$ cat src/design/topc_pkg.sv
// Shared types and constants for the top-off pump controller.
`default_nettype none

package topc_pkg;

	// Width of the run timer and of its timeout register.
	localparam int unsigned TimerW = 16;

	// Timeout value after reset, in one-second ticks.
	localparam logic [TimerW-1:0] TimeoutReset = TimerW'(60);

	// Kind of input transaction.
	typedef enum logic [1:0] {
		OP_POLL  = 2'd0,
		OP_TICK  = 2'd1,
		OP_FORCE = 2'd2,
		OP_NONE  = 2'd3
	} op_e_t;

	// Controller mode; the codes are the reported mode values.
	typedef enum logic [2:0] {
		MODE_ON      = 3'd0,
		MODE_WORKING = 3'd1,
		MODE_OFF     = 3'd2,
		MODE_FORCE   = 3'd3,
		MODE_FORCED  = 3'd4,
		MODE_ALARM   = 3'd5,
		MODE_ERROR   = 3'd6,
		MODE_UNUSED  = 3'd7
	} mode_e_t;

	// Input transaction payload.
	typedef struct packed {
		logic [1:0] operation;
		logic       tank_level_ok;
		logic       reserve_low_ok;
		logic       reserve_high_ok;
		logic       force_on;
	} in_item_t;

	// Result transaction payload.
	typedef struct packed {
		logic       tank_pump_on;
		logic       reserve_valve_on;
		logic       alarm;
		logic [2:0] mode;
	} out_item_t;

	// Controller state carried from one transaction to the next.
	typedef struct packed {
		mode_e_t           mode;
		logic [TimerW-1:0] timer_left;
		logic              timer_running;
		logic              fill_pump;
		logic              refill_valve;
		logic              alarm;
	} ctrl_state_t;

endpackage : topc_pkg

`default_nettype wire

$ cat src/design/topc_next.sv
// Next-state logic of the top-off pump controller for one input transaction.
`default_nettype none

module topc_next
	import topc_pkg::*;
(
	input  ctrl_state_t       cur,
	input  in_item_t          item,
	input  logic [TimerW-1:0] timeout,
	output ctrl_state_t       nxt
);

	// Apply one poll, tick or force command to the current state.
	always_comb begin
		nxt = cur;
		case (op_e_t'(item.operation))
			OP_POLL: begin
				if (cur.mode == MODE_ERROR) begin
					// Contradicting reserve contacts were seen: shut everything down.
					nxt.timer_running = 1'b0;
					nxt.timer_left    = '0;
					nxt.fill_pump     = 1'b0;
					nxt.refill_valve  = 1'b0;
					nxt.alarm         = 1'b1;
					nxt.mode          = MODE_ALARM;
				end else if (cur.mode == MODE_FORCE) begin
					// Start the forced hold and clear the alarm.
					nxt.timer_left    = timeout;
					nxt.timer_running = 1'b1;
					nxt.mode          = MODE_FORCED;
					nxt.alarm         = 1'b0;
				end else if (cur.mode != MODE_ALARM && !item.reserve_low_ok &&
						!item.reserve_high_ok) begin
					nxt.mode = MODE_ERROR;
				end else begin
					// Reserve ran dry: stop pumping and refill the reserve.
					if ((nxt.mode == MODE_ON || nxt.mode == MODE_WORKING ||
							nxt.mode == MODE_FORCED) && !item.reserve_low_ok) begin
						nxt.timer_running = 1'b0;
						nxt.timer_left    = '0;
						nxt.fill_pump     = 1'b0;
						nxt.refill_valve  = 1'b1;
						nxt.mode          = MODE_OFF;
					end
					// Reserve is full: close the refill valve and return from off to on.
					if (!item.reserve_high_ok) begin
						if (nxt.mode == MODE_OFF) begin
							nxt.mode = MODE_ON;
						end
						nxt.refill_valve = 1'b0;
					end
					if (nxt.mode == MODE_OFF && item.reserve_low_ok) begin
						nxt.mode = MODE_ON;
					end
					// Tank level low: start the pump and the run timer.
					if (nxt.mode == MODE_ON && !item.tank_level_ok) begin
						nxt.fill_pump     = 1'b1;
						nxt.timer_left    = timeout;
						nxt.timer_running = 1'b1;
						nxt.mode          = MODE_WORKING;
					end
					// Tank level reached: stop the pump.
					if (nxt.mode == MODE_WORKING && item.tank_level_ok) begin
						nxt.timer_running = 1'b0;
						nxt.timer_left    = '0;
						nxt.mode          = MODE_ON;
						nxt.fill_pump     = 1'b0;
					end
				end
			end
			OP_TICK: begin
				// Count the run timer down; expiry ends a forced hold or raises the alarm.
				if (cur.timer_running) begin
					if (cur.timer_left > TimerW'(1)) begin
						nxt.timer_left = cur.timer_left - TimerW'(1);
					end else begin
						nxt.timer_running = 1'b0;
						nxt.timer_left    = '0;
						nxt.fill_pump     = 1'b0;
						if (cur.mode == MODE_FORCED) begin
							nxt.mode = MODE_ON;
						end else begin
							nxt.mode  = MODE_ALARM;
							nxt.alarm = 1'b1;
						end
					end
				end
			end
			OP_FORCE: begin
				if (item.force_on) begin
					nxt.mode = MODE_FORCE;
				end else begin
					nxt.timer_running = 1'b0;
					nxt.timer_left    = '0;
					nxt.mode          = MODE_ON;
				end
			end
			default: begin
				nxt = cur;
			end
		endcase
	end

endmodule : topc_next

`default_nettype wire

$ cat src/design/top_off_pump_controller_unit.sv
// Top level of the top-off pump controller: input register, state, result register.
//
// Channel  Signals                         Direction  Payload
// in       in_valid, in_ready, in_data     input      in_item_t (poll, tick or force)
// out      out_valid, out_ready, out_data  output     out_item_t (relays, alarm, mode)
// cfg      cfg_valid, cfg_ready, cfg_data  input      run timeout in ticks, 16 bits
//
// Each transaction passes through the input register and then the result register;
// one transaction can enter per cycle while the result register is not stalled.
// The state update is a single pass through the next-state logic when a transaction
// moves from the input register to the result register.
// A stalled result holds the result register; the input register still takes one more
// transaction, after which in_ready drops until the result is taken.
// Reset returns the mode to on, clears relays, alarm and timer, and sets the timeout to 60.
`default_nettype none

module top_off_pump_controller_unit
	import topc_pkg::*;
(
	input  logic              clk,
	input  logic              arst_n,
	input  logic              in_valid,
	output logic              in_ready,
	input  in_item_t          in_data,
	output logic              out_valid,
	input  logic              out_ready,
	output out_item_t         out_data,
	input  logic              cfg_valid,
	output logic              cfg_ready,
	input  logic [TimerW-1:0] cfg_data
);

	logic [TimerW-1:0] timeout_q;
	ctrl_state_t       state_q;
	ctrl_state_t       state_next;
	in_item_t          item_s1;
	logic              valid_s1;
	out_item_t         res_s2;
	logic              valid_s2;
	logic              advance_s2;

	// Handshake: the result register frees up when empty or when its result is taken.
	assign advance_s2 = !valid_s2 || out_ready;
	assign in_ready   = !valid_s1 || advance_s2;
	assign cfg_ready  = 1'b1;
	assign out_valid  = valid_s2;
	assign out_data   = res_s2;

	// Configuration register.
	always_ff @(posedge clk or negedge arst_n) begin
		if (!arst_n) begin
			timeout_q <= TimeoutReset;
		end else if (cfg_valid && cfg_ready) begin
			timeout_q <= cfg_data;
		end
	end

	// Input register.
	always_ff @(posedge clk or negedge arst_n) begin
		if (!arst_n) begin
			valid_s1 <= 1'b0;
		end else if (in_ready) begin
			valid_s1 <= in_valid;
		end
	end

	always_ff @(posedge clk) begin
		if (in_ready && in_valid) begin
			item_s1 <= in_data;
		end
	end

	// Next-state logic for the transaction in the input register.
	topc_next u_next (
		.cur     (state_q),
		.item    (item_s1),
		.timeout (timeout_q),
		.nxt     (state_next)
	);

	// Controller state, updated as a transaction moves into the result register.
	always_ff @(posedge clk or negedge arst_n) begin
		if (!arst_n) begin
			state_q <= '{mode: MODE_ON, timer_left: '0, timer_running: 1'b0,
				fill_pump: 1'b0, refill_valve: 1'b0, alarm: 1'b0};
		end else if (valid_s1 && advance_s2) begin
			state_q <= state_next;
		end
	end

	// Result register.
	always_ff @(posedge clk or negedge arst_n) begin
		if (!arst_n) begin
			valid_s2 <= 1'b0;
		end else if (advance_s2) begin
			valid_s2 <= valid_s1;
		end
	end

	always_ff @(posedge clk) begin
		if (valid_s1 && advance_s2) begin
			res_s2.tank_pump_on     <= state_next.fill_pump;
			res_s2.reserve_valve_on <= state_next.refill_valve;
			res_s2.alarm            <= state_next.alarm;
			res_s2.mode             <= state_next.mode;
		end
	end

endmodule : top_off_pump_controller_unit

`default_nettype wire
$ cat config.mk
export PLATFORM = sky130hd
export DESIGN_NAME = top_off_pump_controller_unit
export DESIGN_NICKNAME = d
export VERILOG_FILES = /design/src/design/topc_pkg.sv /design/src/design/topc_next.sv /design/src/design/top_off_pump_controller_unit.sv
export SDC_FILE = /design/constraint.sdc
export NUM_CORES = 1
export LEC_CHECK = 0
export BUFFER_PORTS_ARGS = -buffer_cell sky130_fd_sc_hd__buf_2
export CORE_ASPECT_RATIO = 1.4
export CORE_MARGIN = 4
export CORE_UTILIZATION = 45
export CTS_CLUSTER_DIAMETER = 30
export CTS_CLUSTER_SIZE = 14
export DETAILED_ROUTE_END_ITERATION = 7
export SETUP_SLACK_MARGIN = 0.4
export SLEW_MARGIN = 20
export SYNTH_ARGS = -nofsm -noshare
export SYNTH_HDL_FRONTEND = slang
export SYNTH_SLANG_ARGS = --single-unit
$ cat constraint.sdc
create_clock -name clk -period 3.7 [get_ports clk]
set_input_delay 0.185 -clock clk [delete_from_list [all_inputs] [get_ports clk]]
set_output_delay 0.185 -clock clk [all_outputs]
set_load 0.01 [all_outputs]
==> out/results.env, run 1 <==
RESULT_OF_THE_RUN='completed'
HOLD_VIOL_FINAL=0
FINCLKSKEW_NS=0.00661
SYNTH-EDFF-COUNT=12
CRIT_FAMILY='simple AND/OR/NAND/NOR gates'
CPPEAKSTAGEDELAY_NS=0.70
CLOCK_TREE_FROM_TRITONCTS='done'
SETUP_WS_NS=1.17
CPMAXSTAGEDELAYCELL='dfrtp_1'
POST_SYNTH.CELL_AREA_AVG_UM2=10.0
WORST_PATH_BUFS_INVS=1
GRT_USAGE=0.172
WORST_MARGIN_PIN_SLEW_NS=0.944
INITIAL_CORE_UTIL=0.464
HOLD_PATH_CLASS='in2async'
CRITPATHLAUNCH='state_q[22]$_DFFE_PN0P_'
SYN-NUM-NETS=335
FINAL_LAYOUT_SIZE_SUFFIX_GT1_FRAC=0.245
LEAKAGE_uW=0.00134
ANTENNA_CELLS_INSERTED=0
SYNTHFLOPTYPE='dfrtp_1'
WL_MET1_UM=2760
CTSHTREEMAXLEVEL=2
CORE-AREA_UM2=6610
DIE_AREA_UM2=8220
PLACE.DETAILED.HPWL_UM=5000
YOSYSWARNINGS=0
ASYNC_RESET_FF_FRAC=0.774
REQUIRED_NS=3.89
FMAX_MHz=395
POSTROUTEANTENNANETS=0
TOTAL_POWER_uW=1910
SEQ_AREA_FRAC_SYNTH=0.453
TIMING_MAX_TRANSITION_VIOLATIONS_FINAL=0
DIE_H_UM=106
GRT_FIRST_PASS_WIRELENGTH_UM=11500
FINAL_NETS=359
CRIT_PATH_CELL_TRACE='nand2_1 > a32oi_1 > o211a_1 > buf_4 > or3_1 > mux2_2'
DRT-INITIAL-DRC-COUNT=106
DRC=0
FINAL-INSTANCE-COUNT-EXCL-FILL=423
PLACE_WORST_SETUP_SLACK_NS=1.18
DETAIL_ROUTE.FIRST_PASS.ITERATIONS=5
CLOCK_PATH_BUFFERS=2
TNS_NS=0
GRT_SETUP_UNREPAIRED='false'
CTS.REPAIR.RESIZED=0
VDD_IR_DROP_MAX_mV=0.315
DETAIL_ROUTE.VIAS_PER_CELL=5.94
MOST_COMMON_CELL_AFTER_LAYOUT_FILL_AND_TAPS_ASIDE='dfrtp_1'
CRIT_PATH_END_KIND='flip-flop'
DIE_W_UM=77.8
YS_FF_LATCH=53
BOUNDARYPINS=36
LAYOUT_COMMON_CELLS='37 x dfrtp_1, 34 x buf_2, 25 x a21oi_1, 23 x o21ai_0, 19 x nor2_1'
SYNTH_CELLS=306
GRT_OVERFLOW_TOTAL=0
YOSYS.AREA.TOP_TYPE_SHARE=0.302
GP_ROUTABILITY_CONGESTION=0.841
R2R_START='state_q[22]$_DFFE_PN0P_'
PERIOD_UTILIZATION=0.684
ROUTED.TOP_LAYER='met4'
WORSTPATHARRIVAL_NS=2.72
ANTENNA_FOUND_INITIAL=0
CTSROOTBUFFERMASTER='clkbuf_8'
GRT_PASS1_VIAS=2413
WIRELENGTH_PER_CELL_UM=16.2
CLKSINKCOUNT=53
POWERDENSITY_nW_PER_UM2=563
HOLDBUFCOUNTCTS=0
PLACEMENT_ROWS=35
PERIOD_NEEDED_NS=2.53
DRV.MAX_CAP_VIOLATION_COUNT=0
DETAILROUTE.VIA_COUNT=2513
SETUP_VIOL=0
DR_WL_MET3_UM=244
WIRE_LENGTH_ON_MET2_UM=3710
MAX_SLEW_MARGIN=0.371
PORT_BUFFERS=34
PIN_COUNT_OF_THE_BIGGEST_NET_ENTERING_GLOBAL_ROUTING=42
YOSYSUNIQUECELLTYPES=67
CLK_PIN_SLEW_WORST_PATHS_NS=0.09
CP_MAX_FO=20
TIMING_WORST_SETUP_PATH_TYPE='reg2reg'
FINAL_WIRELENGTH_UM=6850
SYNTH.TOP_CELLS.BY_AREA='dfrtp_1 30%, edfxtp_1 12%, mux2_2 6.2%, a21oi_1 4.1%, o21ai_0 3.8%'
CLK_LATENCY_NS=0.30
POST-CTS-SETUP-BUFFER-COUNT=0
POST-PLACE-CELLS=415
SYNTH_TOP_AREA_CELL='dfrtp_1'
CRITICAL_PATH_STARTPOINT_CATEGORY='flip-flop'
SYNTH.CELL_AREA_UM2=3070
SYNTH_TO_FINAL_AREA_CHANGE_PCT=10.5
TRITONCTS.NUM_BUFFERS=5
==> synth_stat cells, drive strengths merged, types with 5 or more instances <==
master	n
a22oi	10
dfrtp	37
nand3	5
o21ai	26
buf	9
inv	12
o211ai	12
a21oi	25
mux2	17
a32oi	6
nand2b	5
edfxtp	12
clkbuf	13
nor3	8
nor2	20
nand2	13
or3	5
==> worst register-to-register path: stages (launching register included) <==
cell	delay [ns]
dfrtp_1	0.70
nand2_1	0.17
a32oi_1	0.24
o211a_1	0.18
buf_4	0.20
or3_1	0.53
mux2_2	0.40
==> area by class of cell <==
| type | count | area [µm²] |
|---|---|---|
| clock buffer | 8 | 111 |
| fill | 607 | 3220 |
| inverter | 12 | 45.0 |
| multi-input combinational | 219 | 1520 |
| sequential | 53 | 1390 |
| tap | 92 | 115 |
| timing repair buffer | 39 | 208 |
==> metal layers <==
layer	up-vias	track usage
li1	1209	-
met1	1224	0.199
met2	69	0.317
met3	11	0.0214
met4	0	0.0662
met5	-	0
==> final timing paths <==
| path | endpoint | slack (ns) | depth (start not counted) |
|---|---|---|---|
| min in group clk | item_s1[2]$_DFFE_PP_ | 0.06 | 1 |
| max in group asynchronous | state_q[3]$_DFFE_PN0P_ | 3.09 | 1 |
| worst max-delay path | state_q[5]$_DFFE_PN0P_ | 1.17 | 6 |
| worst min-delay path | state_q[20]$_DFFE_PN0P_ | 0.02 | 1 |
| worst min register to register | timeout_q[10]$_DFFE_PN0P_ | 0.52 | 1 |
| worst max register to register | state_q[5]$_DFFE_PN0P_ | 1.17 | 6 |
==> per-stage QoR <==
step / hold WS, ns / cell area (µm²) / utilization
finish: 0.0169 / 3390 / 0.513
global route: 0.0386 / 3390 / 0.513
CTS: 0.0451 / 3390 / 0.513
detailed placement: 0.363 / 3280 / 0.496
global placement: 0.362 / 3280 / 0.496
floorplan: -0.111 / 3070 / -
==> cell families after synthesis <==
family | after synthesis | share of synthesized area
AO/OA/AOI/OAI | 115 | 0.258
AND/OR/NAND/NOR | 80 | 0.153
flip-flops | 53 | 0.453
buffers and inverters | 34 | 0.0510
multiplexers | 19 | 0.0689
adder cells (fa/ha/maj) | 3 | 0.0114
other | 1 | 0.00122
XOR/XNOR | 1 | 0.00285
==> flip-flops by register name, summed over array words and instances (netlist names) <==
register,count
state_q,23
timeout_q,16
item_s1,6
out_data,6
out_valid,1
valid_s1,1
==> report_power, final <==
part / internal [µW] / total [µW] / switching (µW)
combinational: 256 / 585 / 329
sequential: 741 / 948 / 207
clock: 194 / 378 / 184
total: 1190 / 1910 / 719
Power figures use the tool's default switching activity.
==> run 2: changes to the inputs <==
clock period = 2.5 ns   (was 3.7 ns; I/O delays follow)
==> out/results.env, run 2 (synthesized netlist as in run 1, its figures left out) <==
FINAL_NETS=394  # was 359
SEQPWRFRAC=0.456  # was 0.496
MOST_COMMON_CELL_AFTER_LAYOUT_FILL_AND_TAPS_ASIDE='buf_2'  # was dfrtp_1
P_CLK_FRAC=0.152  # was 0.198
DRT-INITIAL-DRC-COUNT=119  # was 106
CLOCK_TREE_FROM_TRITONCTS='done'  # unchanged
CRIT_PATH_END_KIND='flip-flop'  # unchanged
LAYOUT_COMMON_CELLS='34 x buf_2, 32 x buf_4, 25 x a21oi_1, 23 x o21ai_0, 23 x dfrtp_1'  # was 37 x dfrtp_1, 34 x buf_2, 25 x a21oi_1, 23 x o21ai_0, 19 x nor2_1
FINAL-INSTANCE-COUNT-EXCL-FILL=458  # was 423
INITIAL_CORE_UTIL=0.464  # unchanged
TRITONCTS.NUM_BUFFERS=5  # unchanged
GRT_OVERFLOW_TOTAL=0  # unchanged
CORE-AREA_UM2=6610  # unchanged
WHS_PATH_DEPTH=2
WIRELENGTH_PER_CELL_UM=16.5  # was 16.2 µm
DRV.MAX_CAP_VIOLATION_COUNT=0  # unchanged
GRT_PASS1_VIAS=2623  # was 2413
GRT_FIRST_PASS_WIRELENGTH_UM=12600  # was 11500 µm
DETAIL_ROUTE.FIRST_PASS.ITERATIONS=4  # was 5
DIE_W_UM=77.8  # unchanged
TIMING_WORST_SETUP_PATH_TYPE='reg2reg'  # unchanged
COMB_POWER_SHARE=0.392  # was 0.306
POST-PLACE-CELLS=427  # was 415
DETAILROUTE.VIA_COUNT=2632  # was 2513
HOLD_VIOL_FINAL=0  # unchanged
FINAL_LAYOUT_SIZE_SUFFIX_GT1_FRAC=0.355  # was 0.245
PIN_COUNT_OF_THE_BIGGEST_NET_ENTERING_GLOBAL_ROUTING=42  # unchanged
POSTROUTEANTENNANETS=0  # unchanged
TIMING_MAX_TRANSITION_VIOLATIONS_FINAL=0  # unchanged
RESULT_OF_THE_RUN='completed'  # unchanged
PLACEMENT_ROWS=35  # unchanged
BOUNDARYPINS=36  # unchanged
FIN_HOLD_WS_NS=0.0183  # was 0.0169 ns
REQUIRED_NS=2.56  # was 3.89 ns
LEAKAGE_uW=0.00149  # was 0.00134 µW
ANTENNA_FOUND_INITIAL=0  # unchanged
SYNTH_TO_FINAL_AREA_CHANGE_PCT=21.5  # was 10.5%
CRITICAL_PATH_STARTPOINT_CATEGORY='flip-flop'  # unchanged
PLACE.DETAILED.HPWL_UM=5320  # was 5000 µm
FINCLKSKEW_NS=0.00658  # was 0.00661 ns
TNS_NS=0  # unchanged
CP_MAX_FO=4  # was 20
CLOCK_PATH_BUFFERS=2  # unchanged
POWER.SHARE.SWITCHING=0.379  # was 0.377
LARGEST_REGISTER_FFS=23  # unchanged
DIE_H_UM=106  # unchanged
P_SW_uW=1150  # was 719 µW
CLKSINKCOUNT=53  # unchanged
FF2FF_PATH_DEPTH=4  # was 6
PORT_BUFFERS=34  # unchanged
CELLINTERNALPOWER_uW=1890  # was 1190 µW
WORST_MARGIN_PIN_SLEW_NS=0.951  # was 0.944 ns
ANTENNA_CELLS_INSERTED=0  # unchanged
WORSTPATHARRIVAL_NS=2.16  # was 2.72 ns
GRT_USAGE=0.190  # was 0.172
MAX_SLEW_MARGIN=0.366  # was 0.371
CTSHTREEMAXLEVEL=2  # unchanged
FINAL_CORE_UTILIZATION=0.564  # was 0.513
DRC=0  # unchanged
POWERDENSITY_nW_PER_UM2=817  # was 563 nW/µm²
PERIOD_NEEDED_NS=2.09  # was 2.53 ns
FMAX_MHz=478  # was 395 MHz
LARGEST_REGISTER_BY_FLOP_COUNT='state_q'  # unchanged
CTSROOTBUFFERMASTER='clkbuf_8'  # unchanged
DETAIL_ROUTE.VIAS_PER_CELL=5.75  # was 5.94
DIE_AREA_UM2=8220  # unchanged
VDD_IR_DROP_MAX_mV=0.409  # was 0.315 mV
FINAL_WIRELENGTH_UM=7560  # was 6850 µm
GRT_SETUP_UNREPAIRED='true'  # was false
CLK_LATENCY_NS=0.30  # about the same
GP_ROUTABILITY_CONGESTION=0.856  # was 0.841
HOLD_PATH_CLASS='in2reg'  # was in2async
PERIOD_UTILIZATION=0.837  # was 0.684
CLK_PIN_SLEW_WORST_PATHS_NS=0.09  # about the same
REG.LARGEST.LIST='state_q x23, timeout_q x16'  # unchanged
SETUP_VIOL=0  # unchanged
[run 2: worst paths after layout]
kind	startpoint	to	slack [ns]
worst max-delay path	state_q[7]$_DFFE_PN0P_	out_data[2]$_DFFE_PP_	0.41
worst min-delay path	in_valid	valid_s1$_DFFE_PN0N_	0.02
worst max register to register	state_q[7]$_DFFE_PN0P_	out_data[2]$_DFFE_PP_	0.41
worst min register to register	timeout_q[7]$_DFFE_PN0P_	timeout_q[7]$_DFFE_PN0P_	0.51
max in group asynchronous	arst_n	state_q[22]$_DFFE_PN0P_	1.31
min in group asynchronous	arst_n	state_q[1]$_DFFE_PN0P_	0.50
[run 2: layer usage]
metal / GRT usage / part of all wire
met1: 0.216 / 0.41
met2: 0.350 / 0.54
met3: 0.0205 / 0.020
met4: 0.0852 / 0.033
met5: 0 / 0
[run 2: layout make-up]
class,count,area (µm²)
tap,92,115
timing repair buffer,74,492
sequential,53,1410
multi-input combinational,219,1580
clock buffer,5,68.8
fill,594,2880
clock inverter,3,12.5
inverter,12,50.0
[run 2: worst max-delay path, stage by stage (launching register included)]
cell and delay, ns:
dfrtp_2 0.44, or3_4 0.40, or4_4 0.53, or2_0 0.23
a311o_1 0.26
[run 2: per-stage QoR]
stage / cell area [µm²] / worst slack, ns / total power [µW]
final: 3730 / 0.407 / 3050
after global routing: 3730 / 0.363 / 3260
after CTS: 3580 / 0.391 / 2890
after detailed placement: 3370 / 0.314 / 2330
after global placement: 3370 / 0.359 / 2310
after floorplan: 3070 / 0.401 / 2050
[run 2: timing repair]
action	4_1_cts	5_1_grt
setup endpoints to repair	17	21
buffers inserted	4	12
gates resized for setup	10	20
endpoints found under the hold margin	9	0
pin swaps	2	8
hold buffers	7	0
[run 2: power groups by stage]
stage	registers, µW	logic, µW	clock network, µW
2_1_floorplan	1300	751	0
3_3_place_gp	1400	915	0
3_5_place_dp	1400	930	0
4_1_cts	1400	1020	480
6_report	1390	1200	462
5_1_grt	1420	1320	511
==> run 3: changes to the inputs <==
PLACE_DENSITY = 0.67   (was unset)
clock period = 1.89 ns   (was 2.5 ns; I/O delays follow)
==> out/results.env, run 3 (synthesized netlist as in run 1, its figures left out) <==
RESULT_OF_THE_RUN='finished, violations left'  # was completed
VIOLATIONS='negative setup slack'
PLACEMENT_ROWS=35  # unchanged
LEAKAGE_uW=0.00182  # was 0.00149 µW
DIE_H_UM=106  # unchanged
REG.LARGEST.LIST='state_q x23, timeout_q x16'  # unchanged
PERIOD_NEEDED_NS=2.11  # was 2.09 ns
GRT_USAGE=0.212  # was 0.190
CLK_PIN_SLEW_WORST_PATHS_NS=0.09  # about the same
PERIOD_UTILIZATION=1.11  # was 0.837
DRV.MAX_CAP_VIOLATION_COUNT=0  # unchanged
FINAL_LAYOUT_SIZE_SUFFIX_GT1_FRAC=0.490  # was 0.355
HOLD_VIOL_FINAL=0  # unchanged
CRITICAL_PATH_STARTPOINT_CATEGORY='flip-flop'  # unchanged
ANTENNA_FOUND_INITIAL=0  # unchanged
CRIT_PATH_END_KIND='flip-flop'  # unchanged
POWER.SHARE.SWITCHING=0.377  # was 0.379
HOLD_PATH_CLASS='in2reg'  # unchanged
POSTLAYOUTCELLAREA_UM2=4430  # was 3730 µm²
GRT_OVERFLOW_TOTAL=0  # unchanged
CLOCK_PATH_BUFFERS=2  # unchanged
ANTENNA_CELLS_INSERTED=0  # unchanged
CPMAXSTAGEDELAYCELL='or4_4'  # unchanged
COMB_POWER_SHARE=0.492  # was 0.392
CLOCK_TREE_FROM_TRITONCTS='done'  # unchanged
SETUP_VIOL=17  # was 0
DETAIL_ROUTE.VIAS_PER_CELL=5.78  # was 5.75
TIMING_WORST_SETUP_PATH_TYPE='reg2reg'  # unchanged
GRT_PASS1_VIAS=2950  # was 2623
DPL_CELL_AREA_UM2=3770  # was 3370 µm²
INITIAL_CORE_UTIL=0.464  # unchanged
MAX_SLEW_MARGIN=0.634  # was 0.366
FMAX_MHz=475  # was 478 MHz
FINCLKSKEW_NS=0.00716  # was 0.00658 ns
MOST_COMMON_CELL_AFTER_LAYOUT_FILL_AND_TAPS_ASIDE='buf_4'  # was buf_2
CELLINTERNALPOWER_uW=2910  # was 1890 µW
CRIT_PATH_CELL_TRACE='or3_4 > or4_4 > or2_0 > a311o_1'  # unchanged
DETAILROUTE.VIA_COUNT=2891  # was 2632
POWERDENSITY_nW_PER_UM2=1050  # was 817 nW/µm²
LARGEST_REGISTER_BY_FLOP_COUNT='state_q'  # unchanged
P_CLK_FRAC=0.138  # was 0.152
TRITONCTS.NUM_BUFFERS=5  # unchanged
MULTI_INPUT_COMB_AREA_UM2=1840  # was 1580 µm²
CRIT_FAMILY='simple AND/OR/NAND/NOR gates'  # unchanged
FINAL_CORE_UTILIZATION=0.670  # was 0.564
FINAL_NETS=436  # was 394
DRT-INITIAL-DRC-COUNT=161  # was 119
CLK_LATENCY_NS=0.30  # about the same
FIN_HOLD_WS_NS=0.0239  # was 0.0183 ns
FINAL_WIRELENGTH_UM=8660  # was 7560 µm
CTSROOTBUFFERMASTER='clkbuf_8'  # unchanged
PLACE.DETAILED.HPWL_UM=5630  # was 5320 µm
CP_MAX_FO=2  # was 4
WORST_MARGIN_PIN_SLEW_NS=0.549  # was 0.951 ns
DETAIL_ROUTE.FIRST_PASS.ITERATIONS=4  # unchanged
TIMING_MAX_TRANSITION_VIOLATIONS_FINAL=0  # unchanged
P_SW_uW=1760  # was 1150 µW
WORSTPATHARRIVAL_NS=2.16  # about the same
CTSHTREEMAXLEVEL=2  # unchanged
SEQPWRFRAC=0.371  # was 0.456
DRC=0  # unchanged
PORT_BUFFERS=34  # unchanged
WORST_PATH_BUFS_INVS=0  # unchanged
GRT_FIRST_PASS_WIRELENGTH_UM=13900  # was 12600 µm
POSTROUTEANTENNANETS=0  # unchanged
DIE_AREA_UM2=8220  # unchanged
CPPEAKSTAGEDELAY_NS=0.54  # was 0.53 ns
BOUNDARYPINS=36  # unchanged
PIN_COUNT_OF_THE_BIGGEST_NET_ENTERING_GLOBAL_ROUTING=42  # unchanged
REQUIRED_NS=1.95  # was 2.56 ns
LARGEST_REGISTER_FFS=23  # unchanged
LAYOUT_COMMON_CELLS='56 x buf_4, 34 x buf_2, 32 x dfrtp_1, 21 x a21oi_1, 19 x o21ai_0'  # was 34 x buf_2, 32 x buf_4, 25 x a21oi_1, 23 x o21ai_0, 23 x dfrtp_1
SETUP_WS_NS=-0.217  # was 0.407 ns
GRT_SETUP_UNREPAIRED='true'  # unchanged
N_FILL_CELL=488  # was 594
CLKSINKCOUNT=53  # unchanged
WIRELENGTH_PER_CELL_UM=17.3  # was 16.5 µm
REGISTER_AREA_UM2=1400  # was 1410 µm²
DIE_W_UM=77.8  # unchanged
GP_ROUTABILITY_CONGESTION=0.875  # was 0.856
VDD_IR_DROP_MAX_mV=0.631  # was 0.409 mV
CORE-AREA_UM2=6610  # unchanged
SYNTH_TO_FINAL_AREA_CHANGE_PCT=44.4  # was 21.5%
## run 3: cell count changes in the layout (fill, tap and decap cells not counted), moves of 4 or more
cell	previous run	this run
a22oi_2	0	9
a32oi_2	0	5
dfrtp_1	23	32
o21ai_0	23	19
a21oi_1	25	21
a22oi_1	10	1
a32oi_1	6	1
buf_4	32	56
dfrtp_2	13	5
buf_6	1	12
## run 3: metrics by stage
step	std cells	setup TNS [ns]	setup slack [ns]	power (µW)
2_1_floorplan	306	-0.543	-0.159	2760
4_1_cts	494	-0.740	-0.176	4480
6_report	500	-1.26	-0.217	4660
3_3_place_gp	472	-1.59	-0.175	3500
3_5_place_dp	472	-2.43	-0.232	3540
5_1_grt	500	-2.50	-0.243	4950
## run 3: final cells by class
cell class	count	share of cell area
multi-input combinational	219	0.415
sequential	53	0.315
timing repair buffer	116	0.213
tap	92	0.0260
clock buffer	8	0.0203
inverter	12	0.0107
## run 3: power groups by stage
stage	Clock, µW	Combinational, µW	Sequential, µW
after CTS	675	2090	1710
after global placement	0	1800	1700
after floorplan	0	1040	1720
final	643	2290	1730
after detailed placement	0	1830	1710
after global routing	710	2480	1760
## run 3: routing by layer
layer / part of all wire / global-route usage / up-vias
met5: 0 / 0 / -
met4: 0.032 / 0.103 / 0
met3: 0.037 / 0.0282 / 20
met2: 0.56 / 0.396 / 81
met1: 0.37 / 0.230 / 1422
li1: - / - / 1368
## run 3: final timing paths
check | startpoint | to | slack (ns) | cells past startpoint
worst max register to register | state_q[6]$_DFFE_PN0P_ | out_data[2]$_DFFE_PP_ | -0.22 | 4
min in group asynchronous | arst_n | state_q[1]$_DFFE_PN0P_ | 0.39 | 3
worst max-delay path | state_q[6]$_DFFE_PN0P_ | out_data[2]$_DFFE_PP_ | -0.22 | 4
max in group asynchronous | arst_n | state_q[15]$_DFFE_PN0P_ | 1.08 | 3
worst min register to register | timeout_q[1]$_DFFE_PN0P_ | timeout_q[1]$_DFFE_PN0P_ | 0.52 | 1
worst min-delay path | cfg_data[13] | timeout_q[13]$_DFFE_PN0P_ | 0.02 | 2
## run 3: repair_timing
item	in CTS	in global routing
endpoints found under the hold margin	44	0
pin swaps	33	25
endpoints found under the setup margin	29	29
hold buffers	8	0
gates cloned	1	2
resized for setup	52	17
buffers inserted	5	4
## run 3: worst reg2reg max path: cells and delay by family, from the launching register on
kind	cells	cell delay (ns)
and+or+nand+nor	3	1.17
AOI/OAI and AO/OA	1	0.31
DFF	1	0.39
